### config.mk
export PLATFORM = sky130hd
export DESIGN_NAME = lru_residency_budget_manager_unit
export DESIGN_NICKNAME = d
export VERILOG_FILES = /design/src/lrbm_pkg.sv /design/src/lrbm_ram.sv /design/src/lrbm_fifo.sv /design/src/lrbm_front.sv /design/src/lrbm_back.sv /design/src/lru_residency_budget_manager_unit.sv
export SDC_FILE = /design/constraint.sdc
export NUM_CORES = 2
export LEC_CHECK = 0
export BUFFER_PORTS_ARGS = -buffer_cell sky130_fd_sc_hd__buf_2
export CORE_ASPECT_RATIO = 1.25
export CORE_UTILIZATION = 40
export DETAILED_ROUTE_END_ITERATION = 12
export PLACE_DENSITY = 0.66
export SYNTH_ARGS = -nofsm -noshare
export SYNTH_HDL_FRONTEND = slang
export SYNTH_SLANG_ARGS = --single-unit
### constraint.sdc
create_clock -name clk -period 5.58 [get_ports clk]
set_input_delay 0.558 -clock clk [delete_from_list [all_inputs] [get_ports clk]]
set_output_delay 0.558 -clock clk [all_outputs]
set_load 0.01 [all_outputs]
### src/lrbm_pkg.sv
package lrbm_pkg;

  localparam int NUM_ENTRIES_DEF = 32;
  localparam int STAMP_BITS_DEF  = 32;
  localparam int TOTAL_W         = 40;
  localparam int SIZE_W          = 32;
  localparam int ENTRY_W         = 5;
  localparam int MAX_EVICT_RPT   = 32;

  localparam logic [1:0] KIND_REGISTER = 2'd0;
  localparam logic [1:0] KIND_REQUIRE  = 2'd1;
  localparam logic [1:0] KIND_DIRTY    = 2'd2;
  localparam logic [1:0] KIND_OFFLOAD  = 2'd3;

  localparam logic [2:0] ACT_DONE    = 3'd0;
  localparam logic [2:0] ACT_EVICTED = 3'd1;
  localparam logic [2:0] ACT_LOADED  = 3'd2;
  localparam logic [2:0] ACT_TOO_BIG = 3'd3;
  localparam logic [2:0] ACT_UNKNOWN = 3'd4;
  localparam logic [2:0] ACT_DUP     = 3'd5;

  typedef struct packed {
    logic [1:0]         kind;
    logic [ENTRY_W-1:0] entry;
    logic [SIZE_W-1:0]  entry_bytes;
    logic               keep_resident;
  } in_item_t;

  typedef struct packed {
    logic [2:0]         action;
    logic [ENTRY_W-1:0] target;
    logic               write_back;
    logic [TOTAL_W-1:0] resident_total;
    logic               last;
  } out_item_t;

  // classified operation handed from front to back
  typedef struct packed {
    in_item_t item;
    logic     in_range;
  } cmd_t;

  typedef enum logic [3:0] {
    S_IDLE, S_DEC, S_REG2, S_RQ_RD, S_CHK, S_SCAN, S_SCAN_END,
    S_EVICT, S_LOAD, S_OFF_RD, S_OFF_EV, S_OFF_DONE
  } state_t;

endpackage

### src/lrbm_ram.sv
module lrbm_ram #(
  parameter int WIDTH = 32,
  parameter int DEPTH = 32
) (
  input  logic                     clk,
  input  logic                     we,
  input  logic [$clog2(DEPTH)-1:0] waddr,
  input  logic [WIDTH-1:0]         wdata,
  input  logic [$clog2(DEPTH)-1:0] raddr,
  output logic [WIDTH-1:0]         rdata
);
  logic [WIDTH-1:0] mem [DEPTH];
  logic [WIDTH-1:0] rdata_r;

  always_ff @(posedge clk) begin
    if (we) begin
      mem[waddr] <= wdata;
    end
    rdata_r <= mem[raddr];
  end

  assign rdata = rdata_r;
endmodule

### src/lrbm_fifo.sv
module lrbm_fifo #(
  parameter int WIDTH = 8,
  parameter int DEPTH = 2
) (
  input  logic             clk,
  input  logic             rst_n,
  input  logic             push,
  input  logic [WIDTH-1:0] wdata,
  output logic             full,
  input  logic             pop,
  output logic [WIDTH-1:0] rdata,
  output logic             empty
);
  localparam int PW = (DEPTH > 1) ? $clog2(DEPTH) : 1;
  localparam int CW = $clog2(DEPTH + 1);

  logic [WIDTH-1:0] slot_r [DEPTH];
  logic [PW-1:0]    wptr_r, rptr_r;
  logic [CW-1:0]    cnt_r;
  logic             do_push, do_pop;

  assign full    = (cnt_r == CW'(DEPTH));
  assign empty   = (cnt_r == '0);
  assign do_push = push && !full;
  assign do_pop  = pop && !empty;
  assign rdata   = slot_r[rptr_r];

  always_ff @(posedge clk) begin
    if (!rst_n) begin
      wptr_r <= '0;
      rptr_r <= '0;
      cnt_r  <= '0;
    end else begin
      if (do_push) begin
        wptr_r <= (wptr_r == PW'(DEPTH - 1)) ? '0 : wptr_r + 1'b1;
      end
      if (do_pop) begin
        rptr_r <= (rptr_r == PW'(DEPTH - 1)) ? '0 : rptr_r + 1'b1;
      end
      if (do_push && !do_pop) begin
        cnt_r <= cnt_r + 1'b1;
      end else if (do_pop && !do_push) begin
        cnt_r <= cnt_r - 1'b1;
      end
    end
  end

  always_ff @(posedge clk) begin
    if (do_push) begin
      slot_r[wptr_r] <= wdata;
    end
  end
endmodule

### src/lrbm_front.sv
module lrbm_front #(
  parameter int NUM_ENTRIES = lrbm_pkg::NUM_ENTRIES_DEF
) (
  input  logic              clk,
  input  logic              rst_n,
  input  logic              push,
  input  lrbm_pkg::in_item_t in_item,
  output logic              full,
  input  logic              cmd_pop,
  output lrbm_pkg::cmd_t    cmd_head,
  output logic              cmd_empty
);
  import lrbm_pkg::*;

  cmd_t cmd_in;

  // tag entries that lie outside the table
  always_comb begin
    cmd_in.item     = in_item;
    cmd_in.in_range = (int'(in_item.entry) < NUM_ENTRIES);
  end

  lrbm_fifo #(.WIDTH($bits(cmd_t)), .DEPTH(2)) u_cmd_q (
    .clk   (clk),
    .rst_n (rst_n),
    .push  (push),
    .wdata (cmd_in),
    .full  (full),
    .pop   (cmd_pop),
    .rdata (cmd_head),
    .empty (cmd_empty)
  );
endmodule

### src/lrbm_back.sv
module lrbm_back #(
  parameter int NUM_ENTRIES = lrbm_pkg::NUM_ENTRIES_DEF,
  parameter int STAMP_BITS  = lrbm_pkg::STAMP_BITS_DEF
) (
  input  logic                           clk,
  input  logic                           rst_n,
  input  logic [lrbm_pkg::TOTAL_W-1:0]   budget,
  input  lrbm_pkg::cmd_t                 cmd_head,
  input  logic                           cmd_empty,
  output logic                           cmd_pop,
  output logic                           res_push,
  output lrbm_pkg::out_item_t            res,
  input  logic                           res_full
);
  import lrbm_pkg::*;

  localparam int IDX_W = $clog2(NUM_ENTRIES);
  localparam int EVC_W = $clog2(MAX_EVICT_RPT + 1);
  localparam logic [STAMP_BITS-1:0] STAMP_MAX = '1;

  state_t state_r, state_nxt;
  cmd_t   cmd_r;

  logic [NUM_ENTRIES-1:0] valid_r, resident_r, dirty_r;
  logic [TOTAL_W-1:0]     total_r, total_nxt;
  logic [STAMP_BITS-1:0]  tick_r, tick_nxt;
  logic [SIZE_W-1:0]      need_r;
  logic [IDX_W-1:0]       scan_r, pidx_r, best_r;
  logic                   pv_r, found_r;
  logic [STAMP_BITS-1:0]  best_stamp_r;
  logic [SIZE_W-1:0]      best_size_r;
  logic [EVC_W-1:0]       evc_r;

  logic [IDX_W-1:0]       e_idx, raddr;
  logic                   known, adv, size_we, stamp_we, off_hit, cand;
  logic [SIZE_W-1:0]      size_rdata;
  logic [STAMP_BITS-1:0]  stamp_rdata;

  assign e_idx    = IDX_W'(cmd_r.item.entry);
  assign known    = cmd_r.in_range && valid_r[e_idx];
  assign tick_nxt = (tick_r == STAMP_MAX) ? tick_r : tick_r + 1'b1;
  assign off_hit  = valid_r[scan_r] && resident_r[scan_r];
  assign cand     = pv_r && valid_r[pidx_r] && resident_r[pidx_r] && (pidx_r != e_idx);

  function automatic logic [TOTAL_W-1:0] sat_sub(input logic [TOTAL_W-1:0] a,
                                                 input logic [SIZE_W-1:0]  b);
    logic [TOTAL_W-1:0] bw;
    bw = TOTAL_W'(b);
    return (a >= bw) ? a - bw : '0;
  endfunction

  lrbm_ram #(.WIDTH(SIZE_W), .DEPTH(NUM_ENTRIES)) u_size_ram (
    .clk(clk), .we(size_we), .waddr(e_idx), .wdata(cmd_r.item.entry_bytes),
    .raddr(raddr), .rdata(size_rdata)
  );

  lrbm_ram #(.WIDTH(STAMP_BITS), .DEPTH(NUM_ENTRIES)) u_stamp_ram (
    .clk(clk), .we(stamp_we), .waddr(e_idx), .wdata(tick_nxt),
    .raddr(raddr), .rdata(stamp_rdata)
  );

  // outputs per state
  always_comb begin
    logic sw, zw;
    sw        = 1'b0;
    zw        = 1'b0;
    res_push  = 1'b0;
    res       = '0;
    res.last  = 1'b1;
    res.target = cmd_r.item.entry;
    cmd_pop   = 1'b0;
    raddr     = scan_r;
    total_nxt = total_r;
    unique case (state_r)
      S_IDLE: cmd_pop = !cmd_empty;
      S_DEC: begin
        raddr = e_idx;
        unique case (cmd_r.item.kind)
          KIND_REGISTER: begin
            res_push = 1'b1;
            if (!cmd_r.in_range) begin
              res.action = ACT_UNKNOWN;
            end else if (valid_r[e_idx]) begin
              res.action = ACT_DUP;
            end else begin
              res.action     = ACT_EVICTED;
              res.write_back = 1'b1;
              res.last       = !cmd_r.item.keep_resident;
              sw = 1'b1;
              zw = 1'b1;
            end
          end
          KIND_REQUIRE: begin
            res_push   = !known;
            res.action = ACT_UNKNOWN;
          end
          KIND_DIRTY: begin
            res_push   = 1'b1;
            res.action = known ? ACT_DONE : ACT_UNKNOWN;
          end
          KIND_OFFLOAD: ;
          default: ;
        endcase
      end
      S_REG2: begin
        res_push   = 1'b1;
        res.action = ACT_LOADED;
        total_nxt  = total_r + TOTAL_W'(cmd_r.item.entry_bytes);
      end
      S_RQ_RD: begin
        raddr = e_idx;
        if (TOTAL_W'(size_rdata) > budget) begin
          res_push   = 1'b1;
          res.action = ACT_TOO_BIG;
        end else if (resident_r[e_idx]) begin
          res_push   = 1'b1;
          res.action = ACT_DONE;
          sw         = 1'b1;
        end
      end
      S_CHK, S_SCAN, S_SCAN_END, S_OFF_RD: ;
      S_EVICT: begin
        if (found_r) begin
          res_push       = 1'b1;
          res.action     = ACT_EVICTED;
          res.target     = ENTRY_W'(best_r);
          res.write_back = dirty_r[best_r];
          res.last       = 1'b0;
          total_nxt      = sat_sub(total_r, best_size_r);
        end
      end
      S_LOAD: begin
        res_push   = 1'b1;
        res.action = ACT_LOADED;
        total_nxt  = total_r + TOTAL_W'(need_r);
        sw         = 1'b1;
      end
      S_OFF_EV: begin
        if (off_hit) begin
          res_push       = (evc_r < EVC_W'(MAX_EVICT_RPT));
          res.action     = ACT_EVICTED;
          res.target     = ENTRY_W'(scan_r);
          res.write_back = dirty_r[scan_r];
          res.last       = 1'b0;
          total_nxt      = sat_sub(total_r, size_rdata);
        end
      end
      S_OFF_DONE: begin
        res_push   = 1'b1;
        res.action = ACT_DONE;
        res.target = '0;
        total_nxt  = '0;
      end
      default: ;
    endcase
    res.resident_total = total_nxt;
    adv      = (state_r == S_IDLE) ? !cmd_empty : (!res_push || !res_full);
    res_push = res_push && !res_full;
    stamp_we = sw && adv;
    size_we  = zw && adv;
  end

  // next state
  always_comb begin
    state_nxt = state_r;
    if (adv) begin
      unique case (state_r)
        S_IDLE: state_nxt = S_DEC;
        S_DEC: begin
          unique case (cmd_r.item.kind)
            KIND_REGISTER: state_nxt = (cmd_r.in_range && !valid_r[e_idx] &&
                                        cmd_r.item.keep_resident) ? S_REG2 : S_IDLE;
            KIND_REQUIRE:  state_nxt = known ? S_RQ_RD : S_IDLE;
            KIND_DIRTY:    state_nxt = S_IDLE;
            KIND_OFFLOAD:  state_nxt = S_OFF_RD;
            default:       state_nxt = S_IDLE;
          endcase
        end
        S_REG2: state_nxt = S_IDLE;
        S_RQ_RD: state_nxt = res_push ? S_IDLE : S_CHK;
        S_CHK: state_nxt = (({1'b0, total_r} + (TOTAL_W + 1)'(need_r)) >
                            {1'b0, budget}) ? S_SCAN : S_LOAD;
        S_SCAN: state_nxt = (scan_r == IDX_W'(NUM_ENTRIES - 1)) ? S_SCAN_END : S_SCAN;
        S_SCAN_END: state_nxt = S_EVICT;
        S_EVICT: state_nxt = found_r ? S_CHK : S_LOAD;
        S_LOAD: state_nxt = S_IDLE;
        S_OFF_RD: state_nxt = S_OFF_EV;
        S_OFF_EV: state_nxt = (scan_r == IDX_W'(NUM_ENTRIES - 1)) ? S_OFF_DONE : S_OFF_RD;
        S_OFF_DONE: state_nxt = S_IDLE;
        default: state_nxt = S_IDLE;
      endcase
    end
  end

  always_ff @(posedge clk) begin
    if (!rst_n) begin
      state_r    <= S_IDLE;
      valid_r    <= '0;
      resident_r <= '0;
      dirty_r    <= '0;
      total_r    <= '0;
      tick_r     <= '0;
      pv_r       <= 1'b0;
      found_r    <= 1'b0;
      scan_r     <= '0;
      evc_r      <= '0;
    end else begin
      state_r <= state_nxt;
      pv_r    <= (state_r == S_SCAN);
      if (adv) begin
        total_r <= total_nxt;
      end
      if (stamp_we) begin
        tick_r <= tick_nxt;
      end
      unique case (state_r)
        S_DEC: begin
          scan_r <= '0;
          evc_r  <= '0;
          if (adv && size_we) begin
            valid_r[e_idx]    <= 1'b1;
            dirty_r[e_idx]    <= 1'b0;
            resident_r[e_idx] <= 1'b0;
          end
          if (cmd_r.item.kind == KIND_DIRTY && known && adv) begin
            dirty_r[e_idx] <= 1'b1;
          end
        end
        S_REG2: if (adv) resident_r[e_idx] <= 1'b1;
        S_CHK: begin
          scan_r  <= '0;
          found_r <= 1'b0;
        end
        S_SCAN: scan_r <= scan_r + 1'b1;
        S_EVICT: begin
          if (adv && found_r) begin
            resident_r[best_r] <= 1'b0;
            dirty_r[best_r]    <= 1'b0;
          end
        end
        S_LOAD: if (adv) resident_r[e_idx] <= 1'b1;
        S_OFF_EV: begin
          if (adv) begin
            if (off_hit) begin
              resident_r[scan_r] <= 1'b0;
              if (res_push) evc_r <= evc_r + 1'b1;
            end
            scan_r <= scan_r + 1'b1;
          end
        end
        S_OFF_DONE: begin
          if (adv) begin
            resident_r <= '0;
            dirty_r    <= '0;
          end
        end
        default: ;
      endcase
      // victim search, one entry a cycle, using the registered copy of the read address
      if (cand && (!found_r || stamp_rdata < best_stamp_r)) begin
        found_r <= 1'b1;
      end
    end
  end

  always_ff @(posedge clk) begin
    if (state_r == S_IDLE && adv) begin
      cmd_r <= cmd_head;
    end
    if (state_r == S_RQ_RD) begin
      need_r <= size_rdata;
    end
    pidx_r <= scan_r;
    if (cand && (!found_r || stamp_rdata < best_stamp_r)) begin
      best_r       <= pidx_r;
      best_stamp_r <= stamp_rdata;
      best_size_r  <= size_rdata;
    end
  end
endmodule

### src/lru_residency_budget_manager_unit.sv
// LRU residency manager under a resident-byte budget. Push an operation
// (register, require, mark dirty, offload all) while full is low; each
// operation yields one or more results, the final one flagged by last, and
// they are read with empty/pop. Operations run one at a time. A require
// miss evicts resident entries while the entry does not fit the budget and
// a victim remains, and every eviction reads the stamp and size memories
// once per entry to find the oldest resident entry. Offload all reads and
// checks each table entry in turn. A full result queue stalls the back
// until a result is popped. The budget register may only be written while
// no operation is in progress.
module lru_residency_budget_manager_unit #(
  parameter int NUM_ENTRIES = lrbm_pkg::NUM_ENTRIES_DEF,
  parameter int STAMP_BITS  = lrbm_pkg::STAMP_BITS_DEF
) (
  input  logic                         clk,
  input  logic                         rst_n,
  // operation transfer
  input  logic                         push,
  input  lrbm_pkg::in_item_t           in_item,
  output logic                         full,
  // result transfer
  output logic                         empty,
  input  logic                         pop,
  output lrbm_pkg::out_item_t          out_item,
  // budget register
  input  logic                         cfg_we,
  input  logic [lrbm_pkg::TOTAL_W-1:0] cfg_wdata
);
  import lrbm_pkg::*;

  logic [TOTAL_W-1:0] budget_r;
  cmd_t               cmd_head;
  logic               cmd_empty, cmd_pop;
  logic               res_push, res_full;
  out_item_t          res;

  // budget register, no read-back
  always_ff @(posedge clk) begin
    if (!rst_n) begin
      budget_r <= '0;
    end else if (cfg_we) begin
      budget_r <= cfg_wdata;
    end
  end

  // front: accept and range-classify operations into a short queue
  lrbm_front #(.NUM_ENTRIES(NUM_ENTRIES)) u_front (
    .clk       (clk),
    .rst_n     (rst_n),
    .push      (push),
    .in_item   (in_item),
    .full      (full),
    .cmd_pop   (cmd_pop),
    .cmd_head  (cmd_head),
    .cmd_empty (cmd_empty)
  );

  // back: table state, victim search and result generation
  lrbm_back #(.NUM_ENTRIES(NUM_ENTRIES), .STAMP_BITS(STAMP_BITS)) u_back (
    .clk       (clk),
    .rst_n     (rst_n),
    .budget    (budget_r),
    .cmd_head  (cmd_head),
    .cmd_empty (cmd_empty),
    .cmd_pop   (cmd_pop),
    .res_push  (res_push),
    .res       (res),
    .res_full  (res_full)
  );

  // result queue decouples the back from the consumer
  lrbm_fifo #(.WIDTH($bits(out_item_t)), .DEPTH(2)) u_res_q (
    .clk   (clk),
    .rst_n (rst_n),
    .push  (res_push),
    .wdata (res),
    .full  (res_full),
    .pop   (pop),
    .rdata (out_item),
    .empty (empty)
  );
endmodule
==> metrics.yaml <==
status: "finished clean"
path_class: "register to register"
die_h_um: 602.3
cts_inserted_buffers: 275
cpMaxStageDelayCell: "o41a_1"
worstSetupEndpointType: "register"
cts_tree: "built"
crit_arrival_ps: 6060
setup_violations: 0
core.rowCount: 220
powerDensity_nw_per_um2: 461.6
hold_end: "budget_r[3]"
synth-edff-count: 2369
clockBufferDepth: 4
grt_pass1_vias: 71270
wire_per_inst_um: 28.22
io_pins: 137
synth-simple-area-share_pct: 7.789
drtIter0Drc: 7873
r2r_slack_ps: 250
grt_max_degree: 99
final_nets: 8370
ys.flop_type: "edfxtp_1"
synth-seq-cells: 2672
syn_inst: 7627
maxSlewHeadroom_pct: 13.07
syn-num-nets: 7956
die_w_um: 482.2
dieArea_um2: 290400
syn2layout_area_growth_pct: 15.74
first_pass_iters: 7
antenna_found_initial: 17
holdPathStages: 3
ys_seq_area_share_pct: 66.96
maxSlewViolCount: 0
ant_nets: 0
fin_worst_skew_ps: 97.14
cts_setup_buffers: 0
viasPerCell: 5.890
hold_viol_final: 0
path_cells: "ha_1 -> a21o_1 -> a21oi_1 -> buf_4 -> o211a_1 -> o21ai_1 -> o21a_1 -> o41a_1 -> o211ai_1 -> buf_4 -> a31oi_1 -> o21ai_1 -> xnor2_1 -> ha_1 -> nand4_1 -> or3_1 -> nor3_1 -> buf_4 -> a21oi_1 -> o21ai_0 -> o2111ai_1 -> nand2_2 -> a21oi_2 -> a31o_2"
postRouteWirelength_mm: 339.6
clock_latency_ps: 890
avgSynthCellArea_um2: 15.12
grt_setup_unrepaired: "false"
critPathRequiredTime_ps: 6310
maxCapViolations: 0
root_buffer: "clkbuf_16"
final.min_clock_period_ps: 5326
yosysUniqueCellTypes: 83
grt_pass1_wl_mm: 488.3
yosysTopAreaCell: "edfxtp_1"
yosys.area_share.adder_pct: 2.674
drive_gt1_share_pct: 20.87
tightest_slew_ps: 1298
hpwl_mm: 213.1
fill_cells: 24300
path_common_cell: "buf_4"
drc: 0
grt-ovfl-total: 0
r2r_start: "u_back.need_r[1]"
synth_top_area_share_pct: 61.70
port_buffers: 136
leakage_uw: 0.04639
synth_compound_area_share_pct: 6.409
cp-start-kind: "register"
synthMuxAreaShare_pct: 12.64
track_usage_pct: 22.98
synth_xor_area_share_pct: 1.474
cts.sinks: 2672
max_stage_delay_ps: 450
reg2reg_to: "u_back.state_r[2]"
clkTransAtPathRegs_ps: 60
ys_warn_count: 0
synth_top_family_by_area: "multiplexers"
hold_path.class: "primary input to register"
htree_levels: 5
postSynth.asyncResetShare_pct: 0
syn-cell-area_um2: 115300
ff2ff_path_depth: 24
ir_drop_mv: 0.3845
synth.area.top_cells: "edfxtp_1, mux4_2, dfxtp_1"
core_um2: 287100
pre_cts_slack_ps: 78.47
hp-start: "cfg_wdata[3]"
fin_crit_sh_pct: 95.45
maxClockFrequency_mhz: 187.8
final_util_pct: 46.48
start_util_pct: 40.16
ys_top_cells_by_count: "edfxtp_1, nand2_1, mux4_2"
synth.most_common_cell: "edfxtp_1"
gp_congestion: 0.9892
finalWorstSetupSlack_ps: 253.8
cp_max_fo: 4
vias: 70870
[placed cells by master, fill, tap and decap left out, types with 79 or more instances in the layout]
| cell type | netlist | final |
|---|---|---|
| a21o_1 | 97 | 97 |
| mux4_2 | 537 | 537 |
| buf_2 | 15 | 135 |
| inv_1 | 201 | 199 |
| a21oi_1 | 307 | 303 |
| dfxtp_1 | 303 | 300 |
| o21ai_0 | 271 | 268 |
| clkbuf_16 | 0 | 283 |
| nand2_1 | 834 | 832 |
| mux2i_1 | 101 | 96 |
| buf_12 | 0 | 79 |
| nand3_1 | 406 | 406 |
| mux2_2 | 130 | 128 |
| xnor2_1 | 123 | 105 |
| buf_4 | 2 | 265 |
| edfxtp_1 | 2369 | 2369 |
| nor2_1 | 375 | 317 |
| ha_1 | 240 | 240 |
[per-stage QoR]
step                std cells  setup TNS (ps)  power [µW]  hold slack (ps)  area (µm²)
finish                  12030               0       61600            54.06      133500
global route            12030               0       63920            72.58      133400
CTS                     12030               0       61790            13.45      133400
detailed placement      11460               0       43140            405.6      123500
global placement        11460               0       42960            404.2      123500
floorplan                7627          -34.74       36130            354.0      115300
[critical path: cells and delay by family, from the launching register on]
kind	cells	cell delay, ps
AOI/OAI and AO/OA	14	2600
adders and majority gates	2	650
xor gates and xnor gates	1	90
and+or+nand+nor	4	990
DFF	1	410
buffers and inverters	3	480
[cell families (layout without fill, tap and decap cells)]
logic type,Yosys count,in the layout
xor+xnor,194,194
compound gates,1143,1143
other cells,0,3
fa+ha+maj,244,244
simple gates,1985,1985
mux,768,768
buf+inv,621,1250
flops,2672,2672
[where the power goes]
| group | internal [µW] | switching [µW] | total [µW] |
|---|---|---|---|
| clock network | 10900 | 7710 | 18700 |
| logic | 6850 | 11400 | 18200 |
| registers | 23800 | 925 | 24700 |
[state kept, by name, indices dropped and copies added, names as in the netlist, 5 cells and up, named ones only]
signal	count
budget_r	40
u_back.best_r	5
u_back.best_size_r	32
u_back.best_stamp_r	32
u_back.cmd_r	35
u_back.dirty_r	32
u_back.e_idx	5
u_back.evc_r	6
u_back.need_r	32
u_back.pidx_r	5
u_back.resident_r	32
u_back.scan_r	5
u_back.tick_r	32
u_back.total_r	40
u_back.u_size_ram.mem	1024
u_back.u_size_ram.rdata	32
u_back.u_stamp_ram.mem	1024
u_back.u_stamp_ram.rdata	32
u_back.valid_r	32
u_front.u_cmd_q.slot_r	80
u_res_q.slot_r	100
[final cells by class]
type	instances	area, µm²	area share [%]
clock inverters	140	1568	1.175
flip-flops and latches	2672	77210	57.86
inverters	201	757.0	0.5672
multi-input cells	4334	36660	27.47
well taps	3774	4722	3.538
diodes	3	7.507	0.005625
clock buffers	352	7501	5.621
repair buffers	557	5027	3.767
[worst max-delay path by stage]
stage                           from                  to  cells after the start
floorplan            u_back.e_idx[0]  u_back.dirty_r[13]                     13
global placement    u_back.need_r[0]   u_back.state_r[2]                     25
detailed placement  u_back.need_r[1]   u_back.state_r[2]                     24
CTS                 u_back.need_r[1]   u_back.state_r[2]                     24
global route        u_back.need_r[1]   u_back.state_r[0]                     24
finish              u_back.need_r[1]   u_back.state_r[2]                     24
[layer usage]
layer,global-route usage [%],up-vias,wire length [µm]
li1,-,30480,-
met1,28.56,36410,129200
met2,39.10,3214,168300
met3,3.344,763,23590
met4,11.22,4,18470
met5,0,-,26
[repair_timing]
item                                   4_1_cts  5_1_grt
setup endpoints to repair                    0        5
endpoints found under the hold margin      117        0
gates resized for setup                      0        7
hold buffers                                78        0
Power figures use the tool's default switching activity.
